<file path="src/hw/rtl/edit_distance_engine_defines.svh">
// ----------------------------------------------------------------------------
// Edit distance engine assertion macros
// Shared property shorthands for the edit distance engine RTL.
// ----------------------------------------------------------------------------
`ifndef EDIT_DISTANCE_ENGINE_DEFINES_SVH
`define EDIT_DISTANCE_ENGINE_DEFINES_SVH

// antecedent holds -> consequent holds in the same cycle
`define EDE_ASSERT_IMP(label, ante, cons, msg) \
  label: assert property (@(posedge clk) disable iff (!rst_n) (ante) |-> (cons)) \
    else $error(msg);

// antecedent holds -> consequent holds in the next cycle
`define EDE_ASSERT_NXT(label, ante, cons, msg) \
  label: assert property (@(posedge clk) disable iff (!rst_n) (ante) |=> (cons)) \
    else $error(msg);

`endif

</file>
<file path="src/hw/rtl/ede_pkg.sv">
// ----------------------------------------------------------------------------
// Edit distance engine package
// Sizes, word kinds, controller states and cell interface types.
// ----------------------------------------------------------------------------
package ede_pkg;

  localparam int MAX_LEN  = 32;
  // column values reach MAX_LEN + 1 before the min is taken
  localparam int CNT_W    = $clog2(MAX_LEN + 2);
  localparam int IDX_W    = (MAX_LEN > 1) ? $clog2(MAX_LEN) : 1;
  localparam int CHAR_W   = 8;
  localparam int DIST_W   = 6;
  localparam int DIST_MAX = (1 << DIST_W) - 1;

  typedef enum logic [1:0] {
    KIND_CLEAR  = 2'd0,
    KIND_APPEND = 2'd1,
    KIND_CAND   = 2'd2
  } kind_t;

  typedef enum logic [1:0] {
    ST_IDLE,
    ST_RUN,
    ST_EMIT
  } state_t;

  // candidate character travelling down the cell row
  typedef struct packed {
    logic              vld;
    logic [CHAR_W-1:0] c;
    logic [CNT_W-1:0]  left;   // new value of the row above
    logic [CNT_W-1:0]  diag;   // old value of the row above
  } tok_t;

  typedef struct packed {
    logic init;   // reload column entry with its row number
    logic wr;     // store the word character
    logic en;     // row lies inside the stored word
  } cell_ctl_t;

endpackage

</file>
<file path="src/hw/rtl/edit_distance_engine.sv">
// ----------------------------------------------------------------------------
// Edit distance engine
// Levenshtein distance between a stored word and streamed candidates,
// computed by a row of cells that one candidate character walks down.
// ----------------------------------------------------------------------------
//  channel | direction | payload
//  in_     | slave     | tuser kind, tdata char_code, tlast last
//  out_    | master    | tdata distance, tuser overflow
//
//  Clear and append words are handled without leaving the idle state.
//  A kept candidate word moves the engine to the run state while its character
//  moves one cell per cycle down the row of L active cells, L the stored word
//  length. With an empty word, or past MAX_LEN where the character is dropped, no run state is entered.
//  A last word adds the emit state and waits there while out_ is stalled.
//  Reset: empty word, column loaded with row numbers, no result pending.
// ----------------------------------------------------------------------------
`include "edit_distance_engine_defines.svh"

module edit_distance_engine (
  input  logic        clk,
  input  logic        rst_n,
  input  logic        in_tvalid,
  output logic        in_tready,
  input  logic [7:0]  in_tdata,   // [7:0] char_code
  input  logic [1:0]  in_tuser,   // [1:0] kind
  input  logic        in_tlast,   // last
  output logic        out_tvalid,
  input  logic        out_tready,
  output logic [7:0]  out_tdata,  // [5:0] distance, [7:6] zero
  output logic [0:0]  out_tuser   // [0] overflow
);

  localparam int N  = ede_pkg::MAX_LEN;
  localparam int CW = ede_pkg::CNT_W;

  ede_pkg::state_t state_r, state_nxt;
  logic [CW-1:0]   word_len_r, word_len_nxt;
  logic [CW-1:0]   cand_len_r, cand_len_nxt;
  logic [CW-1:0]   cnt_r, cnt_nxt;
  logic            word_ovf_r, word_ovf_nxt;
  logic            cand_ovf_r, cand_ovf_nxt;
  logic            pend_r, pend_nxt;
  ede_pkg::tok_t   tok_r, tok_nxt;
  logic            out_valid_r, out_valid_nxt;
  logic [ede_pkg::DIST_W-1:0] out_dist_r, out_dist_nxt;
  logic            out_ovf_r, out_ovf_nxt;

  logic            accept, out_free, emit_go, col_init, wr_go;
  logic            do_run, drop_cand;
  ede_pkg::kind_t  kind;
  logic [CW-1:0]   dist_full;
  logic [CW-1:0]   last_row;

  ede_pkg::tok_t      tok_chain [N+1];
  logic [CW-1:0]      val_vec   [N];
  ede_pkg::cell_ctl_t cell_ctl  [N];
  logic [N:0]         tok_vld;

  assign kind      = ede_pkg::kind_t'(in_tuser);
  assign accept    = in_tvalid && in_tready;
  assign out_free  = !out_valid_r || out_tready;
  assign emit_go   = (state_r == ede_pkg::ST_EMIT) && out_free;
  assign drop_cand = cand_len_r >= CW'(N);
  assign do_run    = !drop_cand && (word_len_r != '0);

  // next state
  always_comb begin
    state_nxt = state_r;
    case (state_r)
      ede_pkg::ST_IDLE: begin
        if (accept && kind == ede_pkg::KIND_CAND) begin
          if (do_run) begin
            state_nxt = ede_pkg::ST_RUN;
          end else if (in_tlast) begin
            state_nxt = ede_pkg::ST_EMIT;
          end
        end
      end
      ede_pkg::ST_RUN: begin
        if (cnt_r == CW'(1)) begin
          state_nxt = pend_r ? ede_pkg::ST_EMIT : ede_pkg::ST_IDLE;
        end
      end
      ede_pkg::ST_EMIT: begin
        if (out_free) begin
          state_nxt = ede_pkg::ST_IDLE;
        end
      end
      default: state_nxt = ede_pkg::ST_IDLE;
    endcase
  end

  // outputs and datapath
  always_comb begin
    in_tready     = (state_r == ede_pkg::ST_IDLE);
    word_len_nxt  = word_len_r;
    cand_len_nxt  = cand_len_r;
    cnt_nxt       = cnt_r;
    word_ovf_nxt  = word_ovf_r;
    cand_ovf_nxt  = cand_ovf_r;
    pend_nxt      = pend_r;
    col_init      = 1'b0;
    wr_go         = 1'b0;
    tok_nxt.vld   = 1'b0;
    tok_nxt.c     = in_tdata;
    tok_nxt.diag  = cand_len_r;
    tok_nxt.left  = cand_len_r + CW'(1);
    out_valid_nxt = out_valid_r && !out_tready;
    out_ovf_nxt   = out_ovf_r;
    out_dist_nxt  = out_dist_r;
    last_row      = word_len_r - CW'(1);
    dist_full     = (word_len_r == '0) ? cand_len_r : val_vec[last_row[ede_pkg::IDX_W-1:0]];

    if (state_r == ede_pkg::ST_RUN) begin
      cnt_nxt = cnt_r - CW'(1);
    end

    if (accept) begin
      case (kind)
        ede_pkg::KIND_CLEAR: begin
          word_len_nxt = '0;
          word_ovf_nxt = 1'b0;
          cand_len_nxt = '0;
          cand_ovf_nxt = 1'b0;
          col_init     = 1'b1;
        end
        ede_pkg::KIND_APPEND: begin
          if (word_len_r < CW'(N)) begin
            wr_go        = 1'b1;
            word_len_nxt = word_len_r + CW'(1);
          end else begin
            word_ovf_nxt = 1'b1;
          end
          cand_len_nxt = '0;
          cand_ovf_nxt = 1'b0;
          col_init     = 1'b1;
        end
        ede_pkg::KIND_CAND: begin
          pend_nxt = in_tlast;
          if (drop_cand) begin
            cand_ovf_nxt = 1'b1;
          end else begin
            cand_len_nxt = cand_len_r + CW'(1);
            tok_nxt.vld  = do_run;
            cnt_nxt      = word_len_r;
          end
        end
        default: ;
      endcase
    end

    if (emit_go) begin
      out_valid_nxt = 1'b1;
      out_ovf_nxt   = word_ovf_r || cand_ovf_r;
      out_dist_nxt  = (dist_full > CW'(ede_pkg::DIST_MAX)) ?
                      ede_pkg::DIST_W'(ede_pkg::DIST_MAX) : ede_pkg::DIST_W'(dist_full);
      cand_len_nxt  = '0;
      cand_ovf_nxt  = 1'b0;
      col_init      = 1'b1;
    end
  end

  always_ff @(posedge clk) begin
    if (!rst_n) begin
      state_r     <= ede_pkg::ST_IDLE;
      word_len_r  <= '0;
      cand_len_r  <= '0;
      cnt_r       <= '0;
      word_ovf_r  <= 1'b0;
      cand_ovf_r  <= 1'b0;
      pend_r      <= 1'b0;
      tok_r.vld   <= 1'b0;
      out_valid_r <= 1'b0;
    end else begin
      state_r     <= state_nxt;
      word_len_r  <= word_len_nxt;
      cand_len_r  <= cand_len_nxt;
      cnt_r       <= cnt_nxt;
      word_ovf_r  <= word_ovf_nxt;
      cand_ovf_r  <= cand_ovf_nxt;
      pend_r      <= pend_nxt;
      tok_r.vld   <= tok_nxt.vld;
      out_valid_r <= out_valid_nxt;
    end
    tok_r.c    <= tok_nxt.c;
    tok_r.left <= tok_nxt.left;
    tok_r.diag <= tok_nxt.diag;
    out_dist_r <= out_dist_nxt;
    out_ovf_r  <= out_ovf_nxt;
  end

  assign tok_chain[0] = tok_r;

  for (genvar j = 0; j < N; j++) begin : g_cell
    always_comb begin
      cell_ctl[j].init = col_init;
      cell_ctl[j].wr   = wr_go && (word_len_r == CW'(j));
      cell_ctl[j].en   = CW'(j) < word_len_r;
    end

    ede_cell u_cell (
      .clk     (clk),
      .rst_n   (rst_n),
      .row     (CW'(j + 1)),
      .ctl     (cell_ctl[j]),
      .wr_char (in_tdata),
      .tok_i   (tok_chain[j]),
      .tok_o   (tok_chain[j+1]),
      .val_o   (val_vec[j])
    );
  end

  for (genvar k = 0; k <= N; k++) begin : g_vld
    assign tok_vld[k] = tok_chain[k].vld;
  end

  assign out_tvalid = out_valid_r;
  assign out_tdata  = {{(8 - ede_pkg::DIST_W){1'b0}}, out_dist_r};
  assign out_tuser  = out_ovf_r;

  `EDE_ASSERT_IMP(a_single_word, 1'b1, $onehot0(tok_vld), "more than one word in the cell row")
  `EDE_ASSERT_IMP(a_len_range, 1'b1, (word_len_r <= CW'(N)) && (cand_len_r <= CW'(N)), "length past MAX_LEN")
  `EDE_ASSERT_IMP(a_run_word, state_r == ede_pkg::ST_RUN, word_len_r != '0, "run with an empty word")
  `EDE_ASSERT_NXT(a_run_start, accept && kind == ede_pkg::KIND_CAND && do_run, tok_r.vld && state_r == ede_pkg::ST_RUN, "candidate word not injected")

endmodule

</file>
<file path="src/hw/rtl/ede_cell.sv">
// ----------------------------------------------------------------------------
// Edit distance cell
// Holds one word character and its column entry; updates the entry when the
// candidate token passes and hands the token on to the next row.
// ----------------------------------------------------------------------------
module ede_cell (
  input  logic                      clk,
  input  logic                      rst_n,
  input  logic [ede_pkg::CNT_W-1:0] row,
  input  ede_pkg::cell_ctl_t        ctl,
  input  logic [ede_pkg::CHAR_W-1:0] wr_char,
  input  ede_pkg::tok_t             tok_i,
  output ede_pkg::tok_t             tok_o,
  output logic [ede_pkg::CNT_W-1:0] val_o
);

  logic [ede_pkg::CHAR_W-1:0] ch_r, ch_nxt;
  logic [ede_pkg::CNT_W-1:0]  val_r, val_nxt;
  ede_pkg::tok_t              tok_r, tok_nxt;
  logic [ede_pkg::CNT_W-1:0]  sub_cost, up_cost, left_cost, best;

  always_comb begin
    sub_cost  = tok_i.diag + ((ch_r != tok_i.c) ? ede_pkg::CNT_W'(1) : '0);
    up_cost   = val_r + ede_pkg::CNT_W'(1);
    left_cost = tok_i.left + ede_pkg::CNT_W'(1);
    best      = (sub_cost < up_cost) ? sub_cost : up_cost;
    if (left_cost < best) begin
      best = left_cost;
    end
  end

  always_comb begin
    ch_nxt  = ctl.wr ? wr_char : ch_r;
    val_nxt = val_r;
    if (ctl.init) begin
      val_nxt = row;
    end else if (tok_i.vld && ctl.en) begin
      val_nxt = best;
    end
    tok_nxt.vld  = tok_i.vld && ctl.en;
    tok_nxt.c    = tok_i.c;
    tok_nxt.left = best;
    tok_nxt.diag = val_r;
  end

  always_ff @(posedge clk) begin
    if (!rst_n) begin
      val_r     <= row;
      tok_r.vld <= 1'b0;
    end else begin
      val_r     <= val_nxt;
      tok_r.vld <= tok_nxt.vld;
    end
    tok_r.c    <= tok_nxt.c;
    tok_r.left <= tok_nxt.left;
    tok_r.diag <= tok_nxt.diag;
    ch_r       <= ch_nxt;
  end

  assign tok_o = tok_r;
  assign val_o = val_r;

endmodule
</file>
<file path="config.mk">
export PLATFORM = sky130hd
export DESIGN_NAME = edit_distance_engine
export DESIGN_NICKNAME = d
export VERILOG_FILES = /design/src/hw/rtl/ede_pkg.sv /design/src/hw/rtl/edit_distance_engine.sv /design/src/hw/rtl/ede_cell.sv
export VERILOG_INCLUDE_DIRS = /design/src /design/src/hw/rtl
export SDC_FILE = /design/constraint.sdc
export NUM_CORES = 2
export LEC_CHECK = 0
export ABC_AREA = 0
export BUFFER_PORTS_ARGS = -buffer_cell sky130_fd_sc_hd__buf_2
export CORE_MARGIN = 10
export CORE_UTILIZATION = 50
export DETAILED_ROUTE_END_ITERATION = 8
export HOLD_SLACK_MARGIN = 0.1
export PLACE_DENSITY = 0.65
export SLEW_MARGIN = 10
export SYNTH_ARGS = -nofsm -noshare
export SYNTH_HDL_FRONTEND = slang
export SYNTH_SLANG_ARGS = --single-unit
</file>
<file path="constraint.sdc">
create_clock -name clk -period 7.8 [get_ports clk]
set_input_delay 0.39 -clock clk [delete_from_list [all_inputs] [get_ports clk]]
set_output_delay 0.39 -clock clk [all_outputs]
set_load 0.005 [all_outputs]
</file>
; Word-level counts from Yosys, hierarchy flattened
; Cells that the tools add are included.
[totals]
wordCells = 698
input_bits = 15
output_inout_bits = 11
reg_bits = 1151
[op_classes]
bitwise_logic = 4
order_cmp = 100
reduce_logical = 90
eq_ne = 76
muxes = 126
addsub = 100
[op_table]
columns = op, n
row1 = $mux 6, 73
row2 = $add 6x1->6 const B, 66
row3 = $lt 6x6->1, 64
row4 = $ne 8x8->1, 32
row5 = $add 6x6->6, 32
row6 = $eq 6x5->1 const B, 16
row7 = $lt 5x6->1 const A, 16
row8 = $logic_and 1x1->1, 69
row9 = $eq 6x4->1 const B, 8
row10 = $lt 4x6->1 const A, 8
row11 = $mux 1, 41
row12 = $bmux 6 s5, 1
row13 = $eq 6x3->1 const B, 4
row14 = $lt 3x6->1 const A, 4
row15 = $pmux 6 s2, 2
row16 = $eq 6x1->1 const B, 2
row17 = $eq 6x2->1 const B, 2
row18 = $ge 6x6->1 const B, 2
row19 = $lt 1x6->1 const A, 2
row20 = $lt 2x6->1 const A, 2
row21 = $mux 2, 6
row22 = $ne 2x2->1 const B, 6
row23 = $reduce_and 3->1, 4
row24 = $gt 6x6->1 const B, 1
row25 = 21 further kinds, 33

; Depth between registers and ports, before layout
[depth]
depth_word = 7
depth_mapped = 24
ltp_nobuf = 24

; Cells and area by module
; From an unflattened synthesis, not the netlist that was laid out.
[unflattened]
cells_unflattened = 5554
area_unflattened_um2 = 59607.2
[by_module_without_submodules]
columns = module, area_per_inst_um2, cells_per_inst, seq_area_each_um2, instances
row1 = ede_cell at g_cell[17].u_cell ..., 1726.7, 159, 840.8, 22
row2 = ede_cell at g_cell[0].u_cell ..., 1735.4, 160, 840.8, 10
row3 = edit_distance_engine, 4266.6, 456, 1111.1, 1

; Worst setup path after synthesis
; OpenSTA, ideal clock, no wires.
[synth_path]
path_kind = reg2reg
startpoint = register g_cell[25].u_cell.ch_r[7] (netlist name)
endpoint = register g_cell[25].u_cell.val_r, in the netlist g_cell[25].u_cell.val_o[1]
setup_ns = 0.114
path_slack_ns = 3.280
required_ns = 7.686
n_path_buf = 1
stages_incl_launch_ff = 23
t_arrival_ns = 4.406
period_less_slack_ns = 4.520
path_cell_list = edfxtp_1 > xor2_1 > nor4_1 > nand2_1 > ha_1 > ha_1 > nand3_1 > xor2_1 > inv_1 > ha_1 > a21o_1 > o21ai_0 > nand2b_1 > clkbuf_1 > o21ai_0 > ha_1 > a21o_1 > a21oi_1 > nor4bb_1 > a21oi_1 > a21oi_2 > mux2_2 > a21o_1
[synth_via]
elab_chain_len = 7
[synth_lines]
columns = item, line
row1 = from (decl), ede_cell.sv:17  ; logic [ede_pkg::CHAR_W-1:0] ch_r, ch_nxt;
row2 = from (signal assigned), ede_cell.sv:57  ; ch_r <= ch_nxt;
row3 = $ne 8x8->1 (*), ede_cell.sv:23  ; sub_cost = tok_i.diag + ((ch_r != tok_i.c) ? ede_pkg::CNT_W'(1) : '0);
row4 = $mux 1 (*), ede_cell.sv:23
row5 = $add 6x6->6 (*), ede_cell.sv:23
row6 = $lt 6x6->1, ede_cell.sv:26  ; best = (sub_cost < up_cost) ? sub_cost : up_cost;
row7 = $mux 6 (*), ede_cell.sv:26
row8 = $lt 6x6->1, ede_cell.sv:27  ; if (left_cost < best) begin
row9 = $mux 6 (*), ede_cell.sv:27
row10 = "via g_cell[25].u_cell.best, one bit", ede_cell.sv:20  ; logic [ede_pkg::CNT_W-1:0] sub_cost, up_cost, left_cost, best;
row11 = to (signal assigned), ede_cell.sv:48  ; val_r <= row;
row12 = to (signal assigned), ede_cell.sv:51  ; val_r <= val_nxt;
row13 = to (decl), ede_cell.sv:18  ; logic [ede_pkg::CNT_W-1:0] val_r, val_nxt;
; The timed path passes the listed nets; every way through them passes the cells marked *.
; A chain may end at the register's enable or synchronous reset.

; Final worst setup path
[layout_path]
startpoint = register g_cell[4].u_cell.ch_r[5] (netlist name)
endpoint = register g_cell[4].u_cell.val_r, in the netlist g_cell[4].u_cell.val_o[0]
[layout_via]
elab_chain_len = 7
[layout_lines]
columns = item, line
row1 = from (decl), ede_cell.sv:17
row2 = from (signal assigned), ede_cell.sv:57
row3 = $ne 8x8->1 (*), ede_cell.sv:23
row4 = $mux 1 (*), ede_cell.sv:23
row5 = $add 6x6->6 (*), ede_cell.sv:23
row6 = $lt 6x6->1, ede_cell.sv:26
row7 = $mux 6 (*), ede_cell.sv:26
row8 = $lt 6x6->1, ede_cell.sv:27
row9 = $mux 6 (*), ede_cell.sv:27
row10 = "via g_cell[4].u_cell.best, one bit", ede_cell.sv:20
row11 = to (signal assigned), ede_cell.sv:48
row12 = to (signal assigned), ede_cell.sv:51
row13 = to (decl), ede_cell.sv:18
; Marks and branches as above.

==> summary.md <==
| Metric | Value |
|---|---|
| Status | finished, final reports clean |
| Sequential-to-total area share from yosys stat | 0.472 |
| Worst r2r src | g_cell[4].u_cell.ch_r[5] |
| DP HPWL | 96500 µm |
| Cells after synthesis | 5086 |
| Fin crit period | 5230 ps |
| Post-synthesis compound-gate area fraction | 0.101 |
| Remaining global-route overflow | 0 |
| Fin crit share | 0.670 |
| Tot Pwr | 0.0134 W |
| Post-placement cell count | 6448 |
| First-pass GRT wire length | 206000 µm |
| # IOs | 26 |
| Xor/xnor share of the synthesized area | 0.105 |
| TritonCTS buffer count | 114 |
| CP Launch Type | register |
| FF+latch count, synth | 1151 |
| Total track usage | 0.211 |
| Initial DRC Count | 2310 |
| Data arrival, critical path | 5770 ps |
| Initial antenna violation count | 7 |
| WL per Instance | 19.6 µm |
| Max Root-Sink Buffers | 3 |
| Fmax | 191 MHz |
| Share of the synthesized area in the top cell type | 0.327 |
| Core area | 108000 µm² |
| Post-Synth Adder-Cell Area | 0.105 |
| Vert. Die Dim | 350 µm |
| Slowest stage delay, CP | 420 ps |
| Internal Power | 0.0102 W |
| Max-slew violations | 0 |
| Die span in x | 350 µm |
| CTS tree | done |
| Clock root buffer | clkbuf_16 |
| Ys flop type | dfxtp_1 |
| Most used cell along the critical path | ha_1 |
| Starting Density | 0.506 |
| Post-CTS Setup Inserts | 0 |
| Largest family of logic cells by synthesized area | simple AND/OR/NAND/NOR gates |
| Max Cap Viol | 0 |
| Crit path capture type | register |
| Number of routed nets with antenna violations | 0 |
| Fin nets | 5633 |
| Worst slew pin tran | 1130 ps |
| Logic pwr share | 0.091 |
| Drt pass-1 iters | 6 |
| Row count | 120 |
| Slowest-stage cell, CP | nor4_1 |
| Clk Latency, worst-skew pair | 710 ps |
| RSZ-0062 raised after global routing | false |
| Synth Warn # | 0 |
| CP Class | reg -> reg |
| Layout cell share with drive strength beyond 1 | 0.0821 |
| Vias | 36900 |
| Die ar. | 122000 µm² |
| PwrDens | 223 nW/µm² |
| Port buffer count | 23 |
| Clock skew | 30.2 ps |
| Critical Path, Cell by Cell | xor2_1, nor4_1, nand2_1, ha_1, ha_1, nand3_1, xor2_1, inv_1, ha_1, nand2_1, a21oi_1, o21ai_0, nand2b_1, mux2_2, ha_1, a21o_1, a21oi_1, nor3b_1, a22oi_1, a21oi_4, mux2_2, nand2_1, o211ai_1 |
| Largest net degree at the start of global routing | 62 |
| Syn_area_per_cell | 10.7 µm² |
| LEAKAGE | 25.7 nW |
| Rel. slew slack | 0.238 |
| Final TNS setup | 0 ps |
| Synth area leader | dfxtp_1 |
| Reg power frac | 0.473 |
| Drt drc | 0 |
| Non-Filler Instances | 6669 |
| Post-synth cell types | 87 |
| Post-synth EDFFs | 263 |
| Worst-path clk slew | 60 ps |
| Final core occ | 0.560 |
| H-Tree Depth | 3 |
| Post-Synth Simple-Gate Area | 0.112 |
| Most common cell after layout, fill and taps aside | dfxtp_1 |
| Mux contribution to synthesized area | 0.0776 |
| Post-Syn Area | 54400 µm² |
| Post-DR vias/cell | 5.53 |
| CTS Sinks | 1151 |
| Crit path max fanout | 5 |
| Worst Min Path Start | in_tuser[0] |
| Placer Congestion | 0.879 |
| Peak VDD IR | 0.000214 V |
| Final number of setup-violating endpoints | 0 |
| Commonest cells after routing, fill and taps aside | dfxtp_1 (887), xor2_1 (525), ha_1 (454) |
| Clk network pwr share | 0.436 |
| Number of global-route vias before repair | 36300 |
| Required @ worst endpoint | 8340 ps |
| Switching Fraction | 0.240 |
| Worst Setup SP | g_cell[4].u_cell.ch_r[5] |
| Ys async rst share | 0 |
| Sw Pwr | 0.00322 W |
| Final hold vios | 0 |
| Area growth syn-to-layout | 10.7% |
| Hold crit path type | in -> reg |
| Synth top area cells | dfxtp_1 (33%), edfxtp_1 (15%), ha_1 (10%) |
| Final WL | 131000 µm |
## what timing repair did
item / 4_1_cts / 5_1_grt
hold buffers: 2 / 0
endpoints found under the hold margin: 1 / 0
endpoints found under the setup margin: 0 / 0
resized for setup: 0 / 0
## cell usage after synthesis, types with 18 or more instances
library cell	number
a21o_1	118
a21oi_1	145
and2_1	18
and3_1	62
clkbuf_1	53
dfxtp_1	888
edfxtp_1	263
ha_1	455
inv_1	302
mux2_2	66
mux2i_1	210
mux4_2	59
nand2_1	338
nand2b_1	40
nand3_1	265
nand4_1	32
nor2_1	330
nor3_1	18
nor4_1	78
o2111ai_1	25
o211a_1	18
o211ai_1	20
o21a_1	90
o21ai_0	243
or2_2	19
xnor2_1	129
xor2_1	525
## power by group through the flow
| stage | combinational [W] | sequential (W) | clock (W) |
|---|---|---|---|
| finish | 0.00123 | 0.00635 | 0.00585 |
| global route | 0.00135 | 0.00637 | 0.00618 |
| CTS | 0.00123 | 0.00635 | 0.00594 |
| detailed placement | 0.00122 | 0.00648 | 0 |
| global placement | 0.00120 | 0.00648 | 0 |
| floorplan | 0.000968 | 0.00644 | 0 |
## flip-flops by register name (all words and copies together) (netlist names), 2 cells and up
signal / count
cand_len_r: 6
word_len_r: 6
g_cell.u_cell.ch_r: 256
cnt_r: 6
state_r: 2
g_cell.u_cell.tok_o: 651
g_cell.u_cell.val_o: 192
out_dist_r: 6
tok_chain: 21
## kinds of logic (layout without fill, tap and decap cells)
kind of cell / after synthesis / count (layout)
xor gates and xnor gates: 654 / 654
DFF: 1151 / 1151
and+or+nand+nor: 1278 / 1278
other: 1 / 5
AOI/OAI and AO/OA: 821 / 821
adders and majority gates: 455 / 455
buffers and inverters: 388 / 564
muxes: 338 / 338
## final cells by class
type                    instances  area (µm²)
diodes                          3        7.51
clock buffers                 150        3280
clock inverters                66         807
fillers                      9243       47400
inverters                     303        1140
multi-input cells            3548       27300
flip-flops and latches       1151       25700
well taps                    1403        1760
repair buffers                 45         285
## critical path: cells and delay by family, from the launching register on
family	cells	cell delay [ps]
compound gates	7	1160
xor+xnor	2	370
fa+ha+maj	4	1060
buf+inv	1	70
flops	1	380
mux	2	760
simple gates	7	1290
## routing by layer
metal,share of wire,track usage,wire [µm],up-vias
met2,0.47,0.356,61300,761
met5,0.00019,0,25,-
met4,0.027,0.0581,3560,4
li1,-,-,-,18200
met1,0.46,0.282,59700,17700
met3,0.048,0.0296,6330,218
## metrics by stage
stage               hold WS, ps  instance area, µm²  setup slack [ps]
floorplan                   329               54400              3280
global placement            352               56100              2630
detailed placement          353               56100              2590
CTS                         106               60300              2580
global route                165               60300              2130
finish                      154               60300              2570
## final timing paths
kind | endpoint | slack (ps) | depth (start not counted)
max | g_cell[4].u_cell.val_o[0] | 2570 | 23
max reg2reg | g_cell[4].u_cell.val_o[0] | 2570 | 23
min reg2reg | g_cell[5].u_cell.tok_o[19] | 350 | 0
min | cand_ovf_r | 150 | 4
No activity file was read; power rests on OpenSTA's default activity.
